===== src/hw/rtl/ggp_pkg.sv =====
// ----------------------------------------------------------------------------
// ggp_pkg - granular grain player shared definitions
// Sizes, sequencer states, divider request and response types and envelope function.
// ----------------------------------------------------------------------------
package ggp_pkg;

  localparam int SLOTS      = 256;
  localparam int SLOT_W     = $clog2(SLOTS);
  localparam int SRC_DEPTH  = 131072;
  localparam int SRC_W      = $clog2(SRC_DEPTH);
  localparam int ENV_DEPTH  = 2048;
  localparam int ENV_W      = $clog2(ENV_DEPTH);
  localparam int ENV_SHIFT  = 2 * ENV_W - 17;
  localparam int POS_W      = 17;
  localparam int GRAIN_W    = 3 * POS_W;
  localparam int CNT_W      = SLOT_W + 1;
  localparam int ACC_W      = 40;

  // Divider sizes
  localparam int DIV_REM_W  = 24;
  localparam int DIV_LOW_W  = 18;
  localparam int DIV_QUO_W  = 18;
  localparam int DIV_CNT_W  = 5;
  localparam int IDX_QBITS  = ENV_W + 1;
  localparam int FIN_QBITS  = 18;

  // Register indexes
  localparam logic [2:0] REG_WINDOW    = 3'd0;
  localparam logic [2:0] REG_RANGE_ST  = 3'd1;
  localparam logic [2:0] REG_RANGE_END = 3'd2;
  localparam logic [2:0] REG_BUF_SIZE  = 3'd3;
  localparam logic [2:0] REG_ONSET     = 3'd4;

  localparam logic OP_LOAD = 1'b0;
  localparam logic OP_TICK = 1'b1;

  typedef enum logic [3:0] {
    ST_IDLE,
    ST_ACT_A,
    ST_ACT_B,
    ST_SEARCH,
    ST_MIX_GO,
    ST_MIX_CHK,
    ST_MIX_RD,
    ST_MIX_DIV,
    ST_MIX_MUL,
    ST_MIX_ACC,
    ST_FIN,
    ST_FIN_DIV,
    ST_OUT
  } state_t;

  typedef struct packed {
    logic                  start;
    logic [DIV_REM_W-1:0]  rem_init;
    logic [DIV_LOW_W-1:0]  low;
    logic [DIV_REM_W-1:0]  divisor;
    logic [DIV_CNT_W-1:0]  nbits;
  } div_req_t;

  typedef struct packed {
    logic                  done;
    logic [DIV_QUO_W-1:0]  quo;
  } div_rsp_t;

  // Parabola 4x(1-x) in Q1.15, rounded half up and capped
  function automatic logic [15:0] env_val(input logic [ENV_W-1:0] i);
    logic [ENV_W:0]     comp;
    logic [2*ENV_W+1:0] prod;
    logic [2*ENV_W+1:0] v;
    comp = ENV_W'(0) + (ENV_W+1)'(ENV_DEPTH) - {1'b0, i};
    prod = (2*ENV_W+2)'({1'b0, i}) * (2*ENV_W+2)'(comp);
    v    = (prod + (2*ENV_W+2)'(1 << (ENV_SHIFT - 1))) >> ENV_SHIFT;
    env_val = (v > (2*ENV_W+2)'(32767)) ? 16'd32767 : v[15:0];
  endfunction

endpackage


===== src/hw/rtl/ggp_div.sv =====
// ----------------------------------------------------------------------------
// ggp_div - shared restoring divider
// Produces one quotient bit per cycle; the caller preloads the upper
// dividend part as a partial remainder below the divisor.
// ----------------------------------------------------------------------------
module ggp_div (
  input  logic              clk,
  input  logic              rst_n,
  input  ggp_pkg::div_req_t req,
  output ggp_pkg::div_rsp_t rsp
);

  logic                           busy_r, busy_nxt;
  logic                           done_r, done_nxt;
  logic [ggp_pkg::DIV_CNT_W-1:0]  cnt_r, cnt_nxt;
  logic [ggp_pkg::DIV_REM_W-1:0]  rem_r, rem_nxt;
  logic [ggp_pkg::DIV_LOW_W-1:0]  low_r, low_nxt;
  logic [ggp_pkg::DIV_REM_W-1:0]  dvs_r, dvs_nxt;
  logic [ggp_pkg::DIV_QUO_W-1:0]  quo_r, quo_nxt;
  logic [ggp_pkg::DIV_REM_W:0]    cat;
  logic [ggp_pkg::DIV_REM_W+1:0]  diff;

  // Control state
  always_ff @(posedge clk) begin
    if (!rst_n) begin
      busy_r <= 1'b0;
      done_r <= 1'b0;
      cnt_r  <= '0;
    end else begin
      busy_r <= busy_nxt;
      done_r <= done_nxt;
      cnt_r  <= cnt_nxt;
    end
  end

  // Datapath
  always_ff @(posedge clk) begin
    rem_r <= rem_nxt;
    low_r <= low_nxt;
    dvs_r <= dvs_nxt;
    quo_r <= quo_nxt;
  end

  // Shift in one dividend bit, subtract when it fits
  always_comb begin
    cat      = {rem_r, low_r[ggp_pkg::DIV_LOW_W-1]};
    diff     = {1'b0, cat} - {2'b00, dvs_r};
    busy_nxt = busy_r;
    done_nxt = 1'b0;
    cnt_nxt  = cnt_r;
    rem_nxt  = rem_r;
    low_nxt  = low_r;
    dvs_nxt  = dvs_r;
    quo_nxt  = quo_r;
    if (req.start) begin
      busy_nxt = 1'b1;
      cnt_nxt  = req.nbits;
      rem_nxt  = req.rem_init;
      low_nxt  = req.low;
      dvs_nxt  = req.divisor;
      quo_nxt  = '0;
    end else if (busy_r) begin
      low_nxt = {low_r[ggp_pkg::DIV_LOW_W-2:0], 1'b0};
      if (!diff[ggp_pkg::DIV_REM_W+1]) begin
        rem_nxt = diff[ggp_pkg::DIV_REM_W-1:0];
        quo_nxt = {quo_r[ggp_pkg::DIV_QUO_W-2:0], 1'b1};
      end else begin
        rem_nxt = cat[ggp_pkg::DIV_REM_W-1:0];
        quo_nxt = {quo_r[ggp_pkg::DIV_QUO_W-2:0], 1'b0};
      end
      cnt_nxt = cnt_r - 1'b1;
      if (cnt_r == ggp_pkg::DIV_CNT_W'(1)) begin
        busy_nxt = 1'b0;
        done_nxt = 1'b1;
      end
    end
  end

  assign rsp.done = done_r;
  assign rsp.quo  = quo_r;

endmodule


===== config.mk =====
export PLATFORM = sky130hd
export DESIGN_NAME = ggp_div
export DESIGN_NICKNAME = d
export VERILOG_FILES = /design/src/hw/rtl/ggp_pkg.sv /design/src/hw/rtl/ggp_div.sv
export SDC_FILE = /design/constraint.sdc
export NUM_CORES = 1
export LEC_CHECK = 0
export BUFFER_PORTS_ARGS = -buffer_cell sky130_fd_sc_hd__buf_4
export CAP_MARGIN = 20
export CELL_PAD_IN_SITES_DETAIL_PLACEMENT = 1
export CELL_PAD_IN_SITES_GLOBAL_PLACEMENT = 2
export CORE_MARGIN = 5
export CORE_UTILIZATION = 36
export DETAILED_ROUTE_END_ITERATION = 12
export GPL_ROUTABILITY_DRIVEN = 0
export PLACE_DENSITY_LB_ADDON = 0.08
export SLEW_MARGIN = 20
export SYNTH_ARGS = -nofsm -noshare
export SYNTH_HDL_FRONTEND = slang
export SYNTH_SLANG_ARGS = --single-unit

===== constraint.sdc =====
create_clock -name clk -period 2.9 [get_ports clk]
set_input_delay 0.29 -clock clk [delete_from_list [all_inputs] [get_ports clk]]
set_output_delay 0.29 -clock clk [all_outputs]
set_load 0.005 [all_outputs]

==> results.yml <==
outcome:
  outcome: "completed"
synth:
  syn_area_um2: 4960
  ys.flop_type: "edfxtp_1"
  yosysUniqueCellTypes: 54
  synth_fp_nets: 564
  synth_top_family_by_area: "compound AO/OA/AOI/OAI gates"
  synth.area.mux_share_pct: 8.10
  synth_xor_area_share_pct: 3.00
  async_flop_share_pct: 0
  synth_seq_cells: 91
  synth_compound_area_share_pct: 15.7
  synth_fa_ha_area_share_pct: 6.96
  synth_edf_count: 66
  ys_seq_area_share_pct: 50.0
  avgSynthCellArea_um2: 10.7
  synth-simple-area-share_pct: 12.0
  yosysWarnings: 0
  synth_cells: 463
sta:
  fin_hold_ws_ns: 0.117
  rsz0062_at_grt: "true"
  maxSlewViolCount: 0
  skew_ns: 0.00445
  max_freq_mhz: 366
  tightest_slew_ns: 0.779
  layout_setup_ws_ns: 0.165
  final.period_utilization_pct: 94.3
  hold_viol: 0
  slew-limit-headroom_pct: 48.0
  setup_viol: 0
  period_needed_ns: 2.73
  fin_tns_setup_ns: 0
critical_path:
  crit_path_max_fanout: 13
  path_class: "reg2reg"
  worstPathRequired_ns: 3.00
  r2r_cells: 9
  crit_path_start: "rem_r[13]"
  timing.rr.start: "rem_r[13]"
  start_kind: "flip-flop"
  end_kind: "flip-flop"
  r2r_end: "rem_r[16]"
  r2r_slack_ns: 0.17
  worstPathArrival_ns: 2.84
  crit_end: "rem_r[16]"
clock_network:
  cts_root_buf: "clkbuf_16"
  hold_buffers: 0
  cts_htree_levels: 3
  clk_pin_slew_ns: 0.07
  cts_setup_buffers: 0
  clock_latency_ns: 0.35
  cts_tree: "done"
  cts_buffers: 9
  cts_max_path_buffers: 2
  cts.sinks: 91
drt:
  dr.pass1.iters: 4
  ant_nets: 0
  via_count: 3811
  top_layer: "met4"
  routedWlPerCell_um: 16.5
  dr_wl_met3_um: 583
  wl_met1_um: 5700
  met2_length_um: 5820
  wirelength_um: 12300
  drcViolationCount: 0
  drtIter0Drc: 127
  vias_per_cell: 5.09
job:
  drv_cap: 0
final_layout:
  area_growth_pct: 27.7
  drive_gt1_share_pct: 27.8
  diodes: 0
  final_util_pct: 47.3
  nets: 668
floorplanning:
  die_x_um: 127
  core_area_um2: 13400
  dieHeight_um: 127
  dieArea_um2: 16200
  start_util_pct: 37.0
  num_rows: 42
  io_pins: 93
place:
  dp_hpwl_um: 8870
  portBuffers: 92
  pre_cts_ws_ns: 0.0584
global_routing:
  grt_overflow: 0
  grt_pass1_wl_um: 20600
  grt_util_all_layers_pct: 15.9
  grt_start_max_net_pins: 43
  grt_antenna_before_repair: 0
  grt_pass1_vias: 4183
power_and_ir_drop:
  power.density_nw_per_um2: 731
  vdd_drop_max_uv: 288
  p_leak_nw: 2.71
hold_path:
  hp-class: "in2reg"
-- cell usage in the layout (no fill, tap or decap), drive strengths merged, types with 2 or more instances in the layout --
cell type,count
o2111ai,2
nor2b,8
a31oi,5
nand2b,4
a22o,2
o21bai,2
o211ai,2
buf,112
bufinv,3
a21o,6
o21ai,16
and2,6
a2bb2oi,16
and3,6
o21a,6
a21oi,42
a211oi,5
inv,37
or2,2
dfxtp,25
or3,5
nor2,36
mux2,17
xor2,7
a211o,3
nand3,8
nand2,32
ha,26
nor3,8
edfxtp,66
mux2i,21
xnor2,10
clkbuf,9
nor4b,2
-- critical path: stages, from the launching register on --
cell and delay, ns:
edfxtp_1 0.44, ha_1 0.40, and3_4 0.23, a21oi_2 0.07
o21ai_4 0.11, o22ai_2 0.14, a211o_1 0.34, a31o_4 0.31
and3_1 0.21, a211o_1 0.26
-- metrics by stage --
stage | cells | power (mW) | area [um^2]
floorplan | 463 | 2.75 | 4960
global placement | 732 | 3.23 | 5970
detailed placement | 732 | 3.26 | 5970
CTS | 748 | 4.68 | 6310
global route | 748 | 4.95 | 6340
finish | 748 | 4.63 | 6340
-- Yosys cell counts, types with 5 or more instances --
library cell  instances  area [um^2]
nor2b_1               8         50.1
nor2_1               36          135
a21oi_1              41          205
nor3_1                8         40.0
mux2i_1              21          210
clkbuf_1             10         37.5
nand2_1              32          120
xnor2_1              10         87.6
a21o_1                6         45.0
or3_1                 5         31.3
xor2_1                7         61.3
inv_1                34          128
and2_1                6         37.5
a211oi_1              5         37.5
edfxtp_1             66         1980
ha_1                 26          325
mux2_2               17          191
a2bb2oi_1            16          140
nand3_1               8         40.0
o21ai_0              12         60.1
and3_1                5         31.3
o21a_1                6         45.0
a31oi_1               5         31.3
dfxtp_1              25          500
-- layer usage --
| metal | track usage [%] | vias up |
|---|---|---|
| li1 | - | 1892 |
| met1 | 20.2 | 1833 |
| met2 | 25.8 | 70 |
| met3 | 3.88 | 16 |
| met4 | 6.69 | 0 |
| met5 | 0 | - |
-- sequential cells by signal (all words and copies together), names as in the netlist --
register / cells
dvs_r: 24
low_r: 18
rem_r: 24
cnt_r: 5
busy_r: 1
quo_r: 18
done_r: 1
-- final cells by class --
cell class                      count  area [um^2]
Sequential cell                    91         2480
Clock inverter                      7          120
Fill cell                        1471         7060
Timing Repair Buffer              112          866
Multi-Input combinational cell    319         2290
Inverter                           34          128
Tap cell                          176          220
Clock buffer                        9          225
-- cells by family after synthesis --
family          Yosys count
simple gates            122
xor+xnor                 17
mux                      38
flops                    91
fa+ha+maj                27
buf+inv                  53
compound gates          115
-- power breakdown --
part | internal (mW) | switching (mW)
Clock | 0.849 | 0.533
Combinational | 0.740 | 0.836
Sequential | 1.59 | 0.0779
Total | 3.18 | 1.45
-- how the worst min path moves through the flow --
stage / from / endpoint / slack, ns / depth (start not counted)
after floorplan: req[5] / dvs_r[0] / 0.39 / 0
after detailed placement: req[11] / dvs_r[6] / 0.47 / 1
after global placement: req[12] / dvs_r[7] / 0.47 / 1
after CTS: req[9] / dvs_r[4] / 0.1 / 1
final: req[27] / dvs_r[22] / 0.12 / 1
after global routing: req[9] / dvs_r[4] / 0.1 / 1
-- repair_timing --
action | CTS | global route
endpoints found under the setup margin | 0 | 21
endpoints found under the hold margin | 0 | 0
gates resized for setup | 0 | 6
No activity file was read; power rests on OpenSTA's default activity.
